**src/design/dlr_pkg.sv**
```systemverilog
`default_nettype none

package dlr_pkg;

  localparam int CoordBits = 6;
  localparam int FifoDepth = 2;
  localparam int FifoAw    = (FifoDepth > 1) ? $clog2(FifoDepth) : 1;

  typedef logic [CoordBits-1:0]        coord_t;
  typedef logic signed [CoordBits:0]   delta_t;
  typedef logic [FifoAw-1:0]           fifo_ptr_t;
  typedef logic [FifoAw:0]             fifo_cnt_t;

  // one line as the walker needs it
  typedef struct packed {
    coord_t x;
    coord_t y;
    delta_t dx;
    delta_t dy;
    coord_t span;
  } line_desc_t;

  typedef struct packed {
    coord_t coord;
    coord_t rem;
  } axis_t;

  typedef enum logic {
    WalkIdle,
    WalkRun
  } walk_state_e;

  // one dda step on one axis: remainder kept in [0, span), or 0 when span is 0
  function automatic axis_t axis_step(coord_t c, coord_t r, delta_t d, coord_t span);
    logic signed [CoordBits+1:0] sum;
    logic signed [CoordBits+1:0] span_s;
    logic signed [CoordBits+1:0] adj;
    axis_t res;
    sum    = $signed({2'b00, r}) + $signed({d[CoordBits], d});
    span_s = $signed({2'b00, span});
    res.coord = c;
    res.rem   = sum[CoordBits-1:0];
    adj       = sum;
    if (d[CoordBits]) begin
      if (sum < 0) begin
        adj       = sum + span_s;
        res.rem   = adj[CoordBits-1:0];
        res.coord = c - coord_t'(1);
      end
    end else if (sum >= span_s) begin
      adj       = sum - span_s;
      res.rem   = adj[CoordBits-1:0];
      res.coord = c + coord_t'(1);
    end
    return res;
  endfunction

endpackage

`default_nettype wire

```
**src/design/dlr_front.sv**
```systemverilog
`default_nettype none

module dlr_front import dlr_pkg::*; (
  input  wire coord_t     start_x_i,
  input  wire coord_t     start_y_i,
  input  wire coord_t     end_x_i,
  input  wire coord_t     end_y_i,
  input  wire logic       in_valid_i,
  output logic            in_stall_o,
  output logic            push_o,
  output line_desc_t      push_desc_o,
  input  wire logic       fifo_full_i
);

  delta_t dx;
  delta_t dy;
  delta_t adx;
  delta_t ady;

  always_comb begin
    dx  = $signed({1'b0, end_x_i}) - $signed({1'b0, start_x_i});
    dy  = $signed({1'b0, end_y_i}) - $signed({1'b0, start_y_i});
    adx = dx[CoordBits] ? -dx : dx;
    ady = dy[CoordBits] ? -dy : dy;
  end

  always_comb begin
    push_desc_o.x    = start_x_i;
    push_desc_o.y    = start_y_i;
    push_desc_o.dx   = dx;
    push_desc_o.dy   = dy;
    // major axis length, at most 2^CoordBits - 1
    push_desc_o.span = (adx > ady) ? adx[CoordBits-1:0] : ady[CoordBits-1:0];
  end

  assign in_stall_o = fifo_full_i;
  assign push_o     = in_valid_i && !fifo_full_i;

endmodule

`default_nettype wire

```
**src/design/dlr_fifo.sv**
```systemverilog
`default_nettype none

module dlr_fifo import dlr_pkg::*; (
  input  wire logic       clk_i,
  input  wire logic       rst_ni,
  input  wire logic       push_i,
  input  wire line_desc_t push_desc_i,
  output logic            full_o,
  input  wire logic       pop_i,
  output line_desc_t      pop_desc_o,
  output logic            valid_o
);

  line_desc_t mem_q [FifoDepth];
  fifo_ptr_t  wr_ptr_q, wr_ptr_d;
  fifo_ptr_t  rd_ptr_q, rd_ptr_d;
  fifo_cnt_t  cnt_q, cnt_d;

  assign full_o     = (cnt_q == fifo_cnt_t'(FifoDepth));
  assign valid_o    = (cnt_q != '0);
  assign pop_desc_o = mem_q[rd_ptr_q];

  always_comb begin
    wr_ptr_d = push_i ? wr_ptr_q + fifo_ptr_t'(1) : wr_ptr_q;
    rd_ptr_d = pop_i  ? rd_ptr_q + fifo_ptr_t'(1) : rd_ptr_q;
    cnt_d    = cnt_q;
    if (push_i && !pop_i) begin
      cnt_d = cnt_q + fifo_cnt_t'(1);
    end else if (!push_i && pop_i) begin
      cnt_d = cnt_q - fifo_cnt_t'(1);
    end
  end

  always_ff @(posedge clk_i or negedge rst_ni) begin
    if (!rst_ni) begin
      wr_ptr_q <= '0;
      rd_ptr_q <= '0;
      cnt_q    <= '0;
    end else begin
      wr_ptr_q <= wr_ptr_d;
      rd_ptr_q <= rd_ptr_d;
      cnt_q    <= cnt_d;
    end
  end

  always_ff @(posedge clk_i) begin
    if (push_i) begin
      mem_q[wr_ptr_q] <= push_desc_i;
    end
  end

  assert property (@(posedge clk_i) disable iff (!rst_ni) pop_i |-> cnt_q != '0)
    else $error("queue popped while empty");
  assert property (@(posedge clk_i) disable iff (!rst_ni) push_i |-> !full_o)
    else $error("queue pushed while full");
  assert property (@(posedge clk_i) disable iff (!rst_ni)
    cnt_q <= fifo_cnt_t'(FifoDepth))
    else $error("queue count out of range");

endmodule

`default_nettype wire

```
**src/design/dlr_back.sv**
```systemverilog
`default_nettype none

module dlr_back import dlr_pkg::*; (
  input  wire logic       clk_i,
  input  wire logic       rst_ni,
  input  wire logic       desc_valid_i,
  input  wire line_desc_t desc_i,
  output logic            pop_o,
  output coord_t          pixel_x_o,
  output coord_t          pixel_y_o,
  output logic            last_pixel_o,
  output logic            out_valid_o,
  input  wire logic       out_stall_i
);

  walk_state_e state_q, state_d;
  coord_t      x_q, x_d;
  coord_t      y_q, y_d;
  coord_t      rx_q, rx_d;
  coord_t      ry_q, ry_d;
  delta_t      dx_q, dx_d;
  delta_t      dy_q, dy_d;
  coord_t      span_q, span_d;
  coord_t      cnt_q, cnt_d;
  logic        out_valid_q, out_valid_d;
  coord_t      px_q, px_d;
  coord_t      py_q, py_d;
  logic        last_q, last_d;
  logic        load;
  axis_t       step_x;
  axis_t       step_y;

  // output register free or being drained this cycle
  assign load   = !out_valid_q || !out_stall_i;
  assign step_x = axis_step(x_q, rx_q, dx_q, span_q);
  assign step_y = axis_step(y_q, ry_q, dy_q, span_q);

  always_comb begin
    state_d     = state_q;
    pop_o       = 1'b0;
    x_d         = x_q;
    y_d         = y_q;
    rx_d        = rx_q;
    ry_d        = ry_q;
    dx_d        = dx_q;
    dy_d        = dy_q;
    span_d      = span_q;
    cnt_d       = cnt_q;
    out_valid_d = load ? 1'b0 : out_valid_q;
    px_d        = px_q;
    py_d        = py_q;
    last_d      = last_q;
    case (state_q)
      WalkIdle: begin
        if (desc_valid_i) begin
          pop_o   = 1'b1;
          x_d     = desc_i.x;
          y_d     = desc_i.y;
          rx_d    = '0;
          ry_d    = '0;
          dx_d    = desc_i.dx;
          dy_d    = desc_i.dy;
          span_d  = desc_i.span;
          cnt_d   = desc_i.span;
          state_d = WalkRun;
        end
      end
      WalkRun: begin
        if (load) begin
          out_valid_d = 1'b1;
          px_d        = x_q;
          py_d        = y_q;
          last_d      = (cnt_q == '0);
          x_d         = step_x.coord;
          rx_d        = step_x.rem;
          y_d         = step_y.coord;
          ry_d        = step_y.rem;
          cnt_d       = cnt_q - coord_t'(1);
          if (cnt_q == '0) begin
            state_d = WalkIdle;
          end
        end
      end
      default: begin
        state_d = WalkIdle;
      end
    endcase
  end

  always_ff @(posedge clk_i or negedge rst_ni) begin
    if (!rst_ni) begin
      state_q     <= WalkIdle;
      out_valid_q <= 1'b0;
    end else begin
      state_q     <= state_d;
      out_valid_q <= out_valid_d;
    end
  end

  always_ff @(posedge clk_i) begin
    x_q    <= x_d;
    y_q    <= y_d;
    rx_q   <= rx_d;
    ry_q   <= ry_d;
    dx_q   <= dx_d;
    dy_q   <= dy_d;
    span_q <= span_d;
    cnt_q  <= cnt_d;
    px_q   <= px_d;
    py_q   <= py_d;
    last_q <= last_d;
  end

  assign out_valid_o  = out_valid_q;
  assign pixel_x_o    = px_q;
  assign pixel_y_o    = py_q;
  assign last_pixel_o = last_q;

  assert property (@(posedge clk_i) disable iff (!rst_ni)
    state_q == WalkRun |-> (rx_q < span_q) || (rx_q == '0))
    else $error("x remainder out of range");
  assert property (@(posedge clk_i) disable iff (!rst_ni)
    state_q == WalkRun |-> (ry_q < span_q) || (ry_q == '0))
    else $error("y remainder out of range");
  assert property (@(posedge clk_i) disable iff (!rst_ni)
    state_q == WalkRun && load && cnt_q == '0 |=> state_q == WalkIdle && out_valid_q && last_q)
    else $error("walk did not end on the last pixel");
  assert property (@(posedge clk_i) disable iff (!rst_ni)
    pop_o |-> state_q == WalkIdle)
    else $error("line taken while walking");

endmodule

`default_nettype wire

```
**src/design/dda_line_rasterizer.sv**
```systemverilog
// a line passes the line queue, the walker registers and the pixel output register
// the walker emits s + 1 pixels for a line of span s (larger of |dx|, |dy|),
//   one pixel a cycle while out_stall_i is low, and loads a line only when idle
// a 2-entry line queue lets new lines in while the walker is busy
// reset: rst_ni asynchronous active low, clears queue, walker state and output valid
`default_nettype none

module dda_line_rasterizer import dlr_pkg::*; (
  input  wire logic   clk_i,
  input  wire logic   rst_ni,
  input  wire coord_t start_x_i,
  input  wire coord_t start_y_i,
  input  wire coord_t end_x_i,
  input  wire coord_t end_y_i,
  input  wire logic   in_valid_i,
  output logic        in_stall_o,
  output coord_t      pixel_x_o,
  output coord_t      pixel_y_o,
  output logic        last_pixel_o,
  output logic        out_valid_o,
  input  wire logic   out_stall_i
);

  logic       push;
  line_desc_t push_desc;
  logic       fifo_full;
  logic       pop;
  line_desc_t pop_desc;
  logic       fifo_valid;

  dlr_front u_front (
    .start_x_i   (start_x_i),
    .start_y_i   (start_y_i),
    .end_x_i     (end_x_i),
    .end_y_i     (end_y_i),
    .in_valid_i  (in_valid_i),
    .in_stall_o  (in_stall_o),
    .push_o      (push),
    .push_desc_o (push_desc),
    .fifo_full_i (fifo_full)
  );

  dlr_fifo u_fifo (
    .clk_i       (clk_i),
    .rst_ni      (rst_ni),
    .push_i      (push),
    .push_desc_i (push_desc),
    .full_o      (fifo_full),
    .pop_i       (pop),
    .pop_desc_o  (pop_desc),
    .valid_o     (fifo_valid)
  );

  dlr_back u_back (
    .clk_i        (clk_i),
    .rst_ni       (rst_ni),
    .desc_valid_i (fifo_valid),
    .desc_i       (pop_desc),
    .pop_o        (pop),
    .pixel_x_o    (pixel_x_o),
    .pixel_y_o    (pixel_y_o),
    .last_pixel_o (last_pixel_o),
    .out_valid_o  (out_valid_o),
    .out_stall_i  (out_stall_i)
  );

endmodule

`default_nettype wire
```
**config.mk**
```make
export PLATFORM = sky130hd
export DESIGN_NAME = dda_line_rasterizer
export DESIGN_NICKNAME = d
export VERILOG_FILES = /design/src/design/dlr_pkg.sv /design/src/design/dlr_front.sv /design/src/design/dlr_fifo.sv /design/src/design/dlr_back.sv /design/src/design/dda_line_rasterizer.sv
export SDC_FILE = /design/constraint.sdc
export NUM_CORES = 1
export LEC_CHECK = 0
export BUFFER_PORTS_ARGS = -buffer_cell sky130_fd_sc_hd__buf_2
export CAP_MARGIN = 20
export CORE_MARGIN = 5
export CORE_UTILIZATION = 49
export CTS_BUF_LIST = sky130_fd_sc_hd__clkbuf_8
export DETAILED_ROUTE_END_ITERATION = 12
export PLACE_DENSITY = 0.66
export SKIP_CTS_REPAIR_TIMING = 1
export SLEW_MARGIN = 20
export SYNTH_ARGS = -nofsm -noshare
export SYNTH_HDL_FRONTEND = slang
export SYNTH_SLANG_ARGS = --single-unit
```
**constraint.sdc**
```tcl
create_clock -name clk_i -period 7.04 [get_ports clk_i]
set_clock_uncertainty 0.05 [all_clocks]
set_input_delay 1.056 -clock clk_i [delete_from_list [all_inputs] [get_ports clk_i]]
set_output_delay 1.056 -clock clk_i [all_outputs]
set_load 0.05 [all_outputs]
```
==> results of run 1 <==
## synth_stat cells (5+ instances only)
| master | number |
|---|---|
| edfxtp_1 | 127 |
| ha_1 | 64 |
| inv_1 | 62 |
| a21oi_1 | 57 |
| nor2_1 | 44 |
| xnor2_1 | 29 |
| xor2_1 | 28 |
| nand2_1 | 27 |
| mux2_2 | 23 |
| o21ai_0 | 21 |
| mux2i_1 | 20 |
| nor3_1 | 15 |
| nand3_1 | 12 |
| a21o_1 | 11 |
| clkbuf_1 | 11 |
| a211oi_1 | 9 |
| o31ai_1 | 9 |
| fa_1 | 8 |
| nand2b_1 | 7 |
| dfrtp_1 | 6 |
| nor2b_1 | 6 |
| o21a_1 | 5 |
## path summary, 6_finish.rpt
path                                                from                       endpoint  depth (start not counted)
worst min-delay path                              rst_ni                      async pin                          1
min in group clk_i               u_back.x_q[5]$_DFFE_PP_  u_back.pixel_x_o[5]$_DFFE_PP_                          0
worst max-delay path                        start_x_i[0]   u_fifo.mem_q[1][1]$_DFFE_PP_                         15
worst max register to register  u_back.dy_q[1]$_DFFE_PP_        u_back.y_q[2]$_DFFE_PP_                         11
max in group asynchronous                         rst_ni    u_fifo.rd_ptr_q$_DFFE_PN0P_                          1
worst min register to register   u_back.x_q[5]$_DFFE_PP_  u_back.pixel_x_o[5]$_DFFE_PP_                          0
## routing by layer
| metal | wire length (microns) | share of wire (%) | GRT usage [%] |
|---|---|---|---|
| met2 | 7470 | 46 | 28.9 |
| met5 | 0 | 0 | 0 |
| met4 | 193 | 1.2 | 6.22 |
| met3 | 689 | 4.2 | 3.00 |
| met1 | 7940 | 49 | 27.0 |
## logic make-up (layout without fill, tap and decap cells)
family	Yosys count	in the layout	synth area share, %
adder cells (fa/ha/maj)	72	72	12.3
multiplexers	43	43	5.86
AND/OR/NAND/NOR	135	135	8.41
buffers and inverters	80	142	4.11
AO/OA/AOI/OAI	147	147	12.4
flip-flops	133	133	50.6
XOR/XNOR	57	57	6.38
## power by group through the flow
stage / sequential [mW] / clock, mW / combinational [mW]
after floorplan: 1.29 / 0 / 1.34
after global placement: 1.27 / 0 / 1.68
after detailed placement: 1.28 / 0 / 1.72
after CTS: 1.26 / 0.713 / 1.73
after global routing: 1.28 / 0.752 / 1.93
final: 1.26 / 0.704 / 1.73
## stage by stage
| stage | hold WS (ns) | instances | setup WS, ns | instance area [sq um] | utilization [%] |
|---|---|---|---|---|---|
| 2_1_floorplan | 0.374 | 667 | 2.87 | 7830 | - |
| 3_3_place_gp | 0.446 | 913 | 2.50 | 8270 | 52.4 |
| 3_5_place_dp | 0.456 | 913 | 2.37 | 8270 | 52.4 |
| 4_1_cts | 0.372 | 945 | 2.83 | 8710 | 55.2 |
| 5_1_grt | 0.363 | 945 | 2.57 | 8710 | 55.2 |
| 6_report | 0.393 | 945 | 2.81 | 8710 | 55.2 |
## layout make-up
type / count / area, sq um / share of cell area (%)
flip-flops and latches: 133 / 3960 / 45.5
multi-input cells: 454 / 3550 / 40.7
well taps: 216 / 270 / 3.10
repair buffers: 48 / 255 / 2.93
clock buffers: 17 / 234 / 2.69
inverters: 62 / 233 / 2.67
clock inverters: 15 / 203 / 2.33
## worst max-delay path, delay by kind of cell
family	cells	cell delay, ns
adders and majority gates	3	0.91
AOI/OAI and AO/OA	4	0.90
xor gates and xnor gates	2	0.60
and+or+nand+nor	3	0.51
muxes	1	0.29
buffers and inverters	2	0.18
## layout by cell type (no fill, tap or decap), types with 3 or more instances in the layout
cell type and count:
nor3b_1 3, o21ai_0 21, bufinv_16 4, nor2b_1 6, nand3_1 12, o221ai_1 3
inv_1 62, buf_2 42, ha_1 64, xor2_1 28, buf_4 6, nand2b_1 7
nand2_1 27, o21a_1 5, dfrtp_1 6, xnor2_1 29, a211oi_1 9, a21o_1 11
edfxtp_1 127, fa_1 8, o31ai_1 9, and3_1 4, nor2_1 43, mux2i_1 20
a221oi_1 4, nor3_1 15, mux2_2 23, clkbuf_8 17, clkinv_4 3, o21bai_1 4
a21oi_1 57
==> flow_summary.json, run 1 <==
{
  "clock-root-buffer": "clkbuf_8",
  "nFillCells": 1381,
  "yosysTopAreaCell": "edfxtp_1",
  "syn-instance-count": 667,
  "slowest_delay_ns": 0.40,
  "drc": 0,
  "clkPwrFrac_pct": 19.0,
  "core.rowCount": 46,
  "diodes": 0,
  "reg2reg_slack_ns": 3.06,
  "powerDensity_nw_per_um2": 425,
  "vias_per_cell": 5.47,
  "largest_reg_flops": 64,
  "regMostFlops": "u_fifo.mem_q",
  "layout-drive-gt1-share_pct": 15.9,
  "clk_pin_slew_ns": 0.08,
  "outcome": "finished, final reports clean",
  "cap_violations": 0,
  "timing.fmax_mhz": 236,
  "synth_area_leaders": "edfxtp_1, ha_1, a21oi_1",
  "portBuffers": 42,
  "final_nets": 816,
  "overflow": 0,
  "syn2layout_area_growth_pct": 11.2,
  "drtIter0Drc": 380,
  "start_util_pct": 49.7,
  "finalCritPeriodShare_pct": 60.1,
  "synth.net_count": 767,
  "antenna_found_initial": 0,
  "hpwlAfterDp_microns": 12000,
  "grt_usage_pct": 18.7,
  "cts_tree": "yes",
  "fin_crit_ns": 4.23,
  "drt-total-wl_microns": 16300,
  "path_max_fanout": 6,
  "setup_tns_ns": 0,
  "htree_levels": 4,
  "ios": 43,
  "synth_top_flop_cell": "edfxtp_1",
  "die-area_sq_um": 18600,
  "clk_latency_ns": 0.44,
  "fp.dieH_microns": 136,
  "async_flop_share_pct": 4.51,
  "crit_arrival_ns": 4.44,
  "hp-class": "input port to async pin",
  "cp_cell_sequence": "buf_2 -> ha_1 -> fa_1 -> or2b_1 -> a21oi_1 -> xor2_1 -> o31ai_1 -> xor2_1 -> inv_1 -> ha_1 -> and4_1 -> a32oi_1 -> nand2_1 -> o22ai_2 -> mux2i_1",
  "rsz0062_at_grt": "no",
  "yosys_warnings": 0,
  "place_congestion": 0.876,
  "p_comb_share_pct": 46.8,
  "crit_path_end_kind": "flop",
  "yosysTopAreaCellShare_pct": 48.7,
  "grt_pass1_vias": 5138,
  "start_kind": "input port",
  "seq_area_frac_synth_pct": 50.6,
  "p_int_mw": 2.27,
  "seq_power_share_pct": 34.1,
  "reg_top3": "u_fifo.mem_q: 64 flops, u_back.dx_q: 7 flops, u_back.dy_q: 7 flops",
  "crit_path_top_delay_cell": "fa_1",
  "p_sw_share_pct": 38.5,
  "die_w_microns": 136,
  "num_vias": 5169,
  "cts_buffers": 17,
  "peakVddDrop_mv": 0.170,
  "ys_ff_latch": 133,
  "detail_route.wl_per_cell_microns": 17.2,
  "maxSlewViolCount": 0,
  "grt_max_degree": 35,
  "drt_pass1_iterations": 5,
  "antenna_left": 0,
  "core_area_sq_um": 15800,
  "switching_power_mw": 1.42,
  "clock-sinks": 133,
  "leakage_nw": 3.53,
  "avgSynthCellArea_sq_um": 11.7,
  "synthDistinctLibCells": 67,
  "crit_required_ns": 7.25,
  "cts.path.max_buffers": 2,
  "synth_edf_count": 127,
  "hold_viol_final": 0,
  "grt_pass1_wl_microns": 26600,
  "tightest_slew_ns": 1.05,
  "power_mw": 3.70,
  "critPathKind": "input port to flop",
  "netlist_area_sq_um": 7830,
  "timing.slew.headroom_pct": 29.4,
  "setup_viol": 0
}
(Power assumes the default switching activity.)
==> run 2, diff against run 1 <==
- clock period: 7.04 -> 4 ns (I/O delays scaled with it)
==> flow_summary.json, run 2 (synthesis gave the netlist of run 1 again) <==
{
  "fp.dieH_microns": 136,
  "die-area_sq_um": 18600,
  "grt_pass1_wl_microns": 27500,
  "portBuffers": 42,
  "core.rowCount": 46,
  "cts_tree": "yes",
  "setup_viol": 0,
  "crit_path_end_kind": "flop",
  "leakage_nw": 3.62,
  "powerDensity_nw_per_um2": 765,
  "start_kind": "flop",
  "timing.slew.headroom_pct": 25.9,
  "cap_violations": 0,
  "drt_pass1_iterations": 4,
  "layout_common_cells": "edfxtp_1, inv_1, ha_1, a21oi_1, nor2_1",
  "reg2reg_depth": 12,
  "start_util_pct": 49.7,
  "die_w_microns": 136,
  "core_area_sq_um": 15800,
  "final_nets": 828,
  "diodes": 0,
  "hp-class": "input port to flop",
  "drt-total-wl_microns": 16500,
  "r2r_start": "u_back.dy_q[0]$_DFFE_PP_",
  "ios": 43,
  "tightest_slew_ns": 1.11,
  "nFillCells": 1380,
  "syn2layout_area_growth_pct": 13.1,
  "mostFrequentLayoutCell": "edfxtp_1",
  "layout-drive-gt1-share_pct": 17.1,
  "largest_reg_flops": 64,
  "grt_usage_pct": 19.1,
  "clk_latency_ns": 0.43,
  "finalCritPeriodShare_pct": 96.1,
  "r2r-end": "u_back.y_q[4]$_DFFE_PP_",
  "design_area_sq_um": 8860,
  "crit_start": "u_back.dy_q[0]$_DFFE_PP_",
  "hpwlAfterDp_microns": 12300,
  "grt_max_degree": 33,
  "fin_crit_ns": 3.85,
  "cts_buffers": 17,
  "peakVddDrop_mv": 0.444,
  "dpl_cell_area_sq_um": 8350,
  "path_max_fanout": 6,
  "vias_per_cell": 5.52,
  "drc": 0,
  "htree_levels": 4,
  "final_core_util_pct": 56.2,
  "overflow": 0,
  "cts.path.max_buffers": 2,
  "crit_arrival_ns": 3.94,
  "power_mw": 6.77,
  "rsz0062_at_grt": "no",
  "place_congestion": 0.886,
  "clock-root-buffer": "clkbuf_8",
  "outcome": "finished, final reports clean",
  "regMostFlops": "u_fifo.mem_q",
  "crit_required_ns": 4.10,
  "antenna_left": 0,
  "grt_pass1_vias": 5416,
  "maxSlewViolCount": 0,
  "reg_top3": "u_fifo.mem_q: 64 flops, u_back.dx_q: 7 flops, u_back.dy_q: 7 flops",
  "crit_end": "u_back.y_q[4]$_DFFE_PP_",
  "timing.fmax_mhz": 260,
  "antenna_found_initial": 0,
  "clock-sinks": 133,
  "detail_route.wl_per_cell_microns": 17.2,
  "num_vias": 5287,
  "hold_viol_final": 0,
  "reg2reg_slack_ns": 0.15,
  "critPathKind": "flop to flop",
  "drtIter0Drc": 350,
  "clk_pin_slew_ns": 0.07
}
## run 2: cell types whose count changed in the layout (fill, tap and decap cells not counted), sizes merged
cell	change
bufinv	+3
clkinv	-3
dlygate4sd3	+1
buf	+11
## run 2: stage by stage
stage	setup TNS (ns)	hold slack [ns]	worst slack, ns	cells
finish	0	0.322	0.155	957
global route	0	0.293	0.000848	957
CTS	0	-0.0909	0.188	956
detailed placement	-0.415	0.397	-0.0560	924
global placement	0	0.391	0.0982	924
floorplan	0	0.254	0.289	667
## run 2: area by class of cell
class	count	area [sq um]	area share, %
clock buffer	17	234	2.64
clock inverter	15	260	2.94
inverter	62	233	2.63
multi-input combinational	454	3550	40.1
sequential	133	3960	44.8
tap	216	270	3.05
timing repair buffer	60	348	3.93
## run 2: worst min-delay path by stage
stage                            start                            end  slack [ns]  cells past startpoint
after global routing      start_y_i[4]  u_fifo.mem_q[0][24]$_DFFE_PP_        0.29                      1
after global placement          rst_ni    u_fifo.wr_ptr_q$_DFFE_PN0P_        0.39                      1
final                     start_y_i[4]  u_fifo.mem_q[0][24]$_DFFE_PP_        0.32                      1
after CTS                       rst_ni                      async pin       -0.09                      1
after detailed placement        rst_ni    u_fifo.wr_ptr_q$_DFFE_PN0P_        0.40                      1
after floorplan                 rst_ni                      async pin        0.25                      0
## run 2: layer usage
metal | wire (microns) | vias to the layer above | GRT usage, %
li1 | - | 2564 | -
met1 | 7790 | 2544 | 26.4
met2 | 7510 | 152 | 30.0
met3 | 811 | 27 | 3.63
met4 | 346 | 0 | 7.17
met5 | 0 | - | 0
## run 2: worst max-delay path: stages, from the launching register on
cell and delay (ns):
edfxtp_1 0.45, ha_1 0.26, fa_1 0.45, a211o_2 0.34, a21oi_1 0.28, ha_1 0.34
inv_1 0.11, o21ai_0 0.10, o221a_2 0.29, or2_1 0.29, and2_2 0.23, o31ai_2 0.18
buf_4 0.20
## run 2: power by group
group	internal (mW)	switching, mW	leakage [nW]
clock	0.864	0.517	0.249
sequential	2.05	0.226	1.26
combinational	1.34	1.77	2.11
==> run 3, diff against run 2 <==
- CTS_CLUSTER_SIZE: not set -> 30
- RECOVER_POWER: not set -> 25
- SLEW_MARGIN: 20 -> not set
==> flow_summary.json, run 3 (synthesis gave the netlist of run 1 again) <==
{
  "outcome": "finished with violations",
  "violations": "max-capacitance violations, max-slew violations",
  "mostFrequentLayoutCell": "edfxtp_1",
  "vias_per_cell": 5.51,
  "layout_common_cells": "edfxtp_1, inv_1, ha_1, a21oi_1, nor2_1",
  "cap_violations": 1,
  "tightest_slew_ns": 1.90,
  "drt-total-wl_microns": 16500,
  "detail_route.wl_per_cell_microns": 17.2,
  "core.rowCount": 46,
  "grt_pass1_vias": 5416,
  "dp_cells": 924,
  "syn2layout_area_growth_pct": 12.7,
  "grt_max_degree": 33,
  "portBuffers": 42,
  "final_core_util_pct": 56.0,
  "r2r-end": "u_back.y_q[4]$_DFFE_PP_",
  "cts_buffers": 17,
  "cts_tree": "yes",
  "layout-drive-gt1-share_pct": 14.8,
  "num_vias": 5274,
  "hp-class": "input port to flop",
  "min_from": "start_y_i[4]",
  "timing.fmax_mhz": 260,
  "drt_pass1_iterations": 5,
  "reg_top3": "u_fifo.mem_q: 64 flops, u_back.dx_q: 7 flops, u_back.dy_q: 7 flops",
  "start_kind": "flop",
  "largest_reg_flops": 64,
  "clk_latency_ns": 0.44,
  "r2r_start": "u_back.dy_q[0]$_DFFE_PP_",
  "critPathKind": "flop to flop",
  "start_util_pct": 49.7,
  "maxSlewViolCount": 33,
  "htree_levels": 4,
  "grt_usage_pct": 19.1,
  "cts.path.max_buffers": 2,
  "crit_arrival_ns": 3.94,
  "reg2reg_slack_ns": 0.16,
  "clock-root-buffer": "clkbuf_8",
  "regMostFlops": "u_fifo.mem_q",
  "fp.dieH_microns": 136,
  "core_area_sq_um": 15800,
  "place_congestion": 0.886,
  "antenna_found_initial": 0,
  "clock-sinks": 133,
  "antenna_left": 0,
  "timing.slew.headroom_pct": -26.6,
  "hpwlAfterDp_microns": 12300,
  "grt_pass1_wl_microns": 27500,
  "leakage_nw": 3.57,
  "final_nets": 828,
  "die_w_microns": 136,
  "drc": 0,
  "crit_path_end_kind": "flop",
  "crit_required_ns": 4.10,
  "fin_crit_ns": 3.84,
  "instances_no_fill": 957,
  "clk_pin_slew_ns": 0.07,
  "min_to": "u_fifo.mem_q[0][24]$_DFFE_PP_",
  "hold_viol_final": 0,
  "hold_slack_ns": 0.352,
  "path_max_fanout": 6,
  "overflow": 0,
  "powerDensity_nw_per_um2": 767,
  "setup_viol": 0,
  "reg2reg_depth": 12,
  "hold_depth": 1,
  "peakVddDrop_mv": 0.445,
  "rsz0062_at_grt": "no",
  "drtIter0Drc": 350,
  "ios": 43,
  "die-area_sq_um": 18600,
  "finalCritPeriodShare_pct": 96.0,
  "diodes": 0
}
-- run 3: cell count changes in the layout (fill, tap and decap cells not counted) --
| cell | previous run | this run |
|---|---|---|
| o21ai_0 | 21 | 22 |
| buf_2 | 42 | 29 |
| o21ai_1 | 1 | 0 |
| clkbuf_1 | 0 | 17 |
| buf_4 | 17 | 13 |
-- run 3: cell type report --
cell class,instances,area [sq um]
clock inverters,15,260
repair buffers,60,317
flip-flops and latches,133,3960
multi-input cells,454,3550
clock buffers,17,234
inverters,62,233
well taps,216,270
fillers,1391,6950
-- run 3: layer usage --
metal  global-route usage (%)  wire, microns  vias to the layer above
li1                         -              -                     2561
met1                     26.4           7840                     2537
met2                     30.0           7530                      150
met3                     3.63            799                       26
met4                     7.17            330                        0
met5                        0              0                        -
-- run 3: worst max-delay path by stage --
stage	startpoint	to	slack [ns]	depth (start not counted)
floorplan	end_x_i[0]	u_fifo.mem_q[0][0]$_DFFE_PP_	0.29	15
global placement	start_x_i[0]	u_fifo.mem_q[1][1]$_DFFE_PP_	0.1	16
detailed placement	start_x_i[0]	u_fifo.mem_q[1][4]$_DFFE_PP_	-0.06	16
CTS	u_back.dy_q[0]$_DFFE_PP_	u_back.y_q[4]$_DFFE_PP_	0.19	12
global route	u_back.dy_q[0]$_DFFE_PP_	u_back.y_q[4]$_DFFE_PP_	0.0008	12
finish	u_back.dy_q[0]$_DFFE_PP_	u_back.y_q[4]$_DFFE_PP_	0.16	12
-- run 3: power by group --
| part | switching, mW | internal (mW) | total [mW] | leakage (nW) |
|---|---|---|---|---|
| Clock | 0.518 | 0.864 | 1.38 | 0.249 |
| Combinational | 1.77 | 1.33 | 3.11 | 2.06 |
| Sequential | 0.226 | 2.06 | 2.28 | 1.26 |
-- run 3: critical path, stage by stage, from the launching register on --
cell and delay [ns]:
edfxtp_1 0.45, ha_1 0.26, fa_1 0.44, a211o_2 0.34, a21oi_1 0.28, ha_1 0.34, inv_1 0.10, o21ai_0 0.10
o221a_2 0.29, or2_1 0.29, and2_2 0.23, o31ai_2 0.18, buf_4 0.20
-- run 3: stage by stage --
step                      worst slack [ns]  setup TNS, ns  total power [mW]  cell area [sq um]
after CTS                            0.188              0              6.79               8850
final                                0.160              0              6.77               8820
after floorplan                      0.289              0              4.63               7830
after global routing              0.000848              0              7.24               8820
after global placement              0.0982              0              5.29               8350
after detailed placement           -0.0560         -0.415              5.38               8350
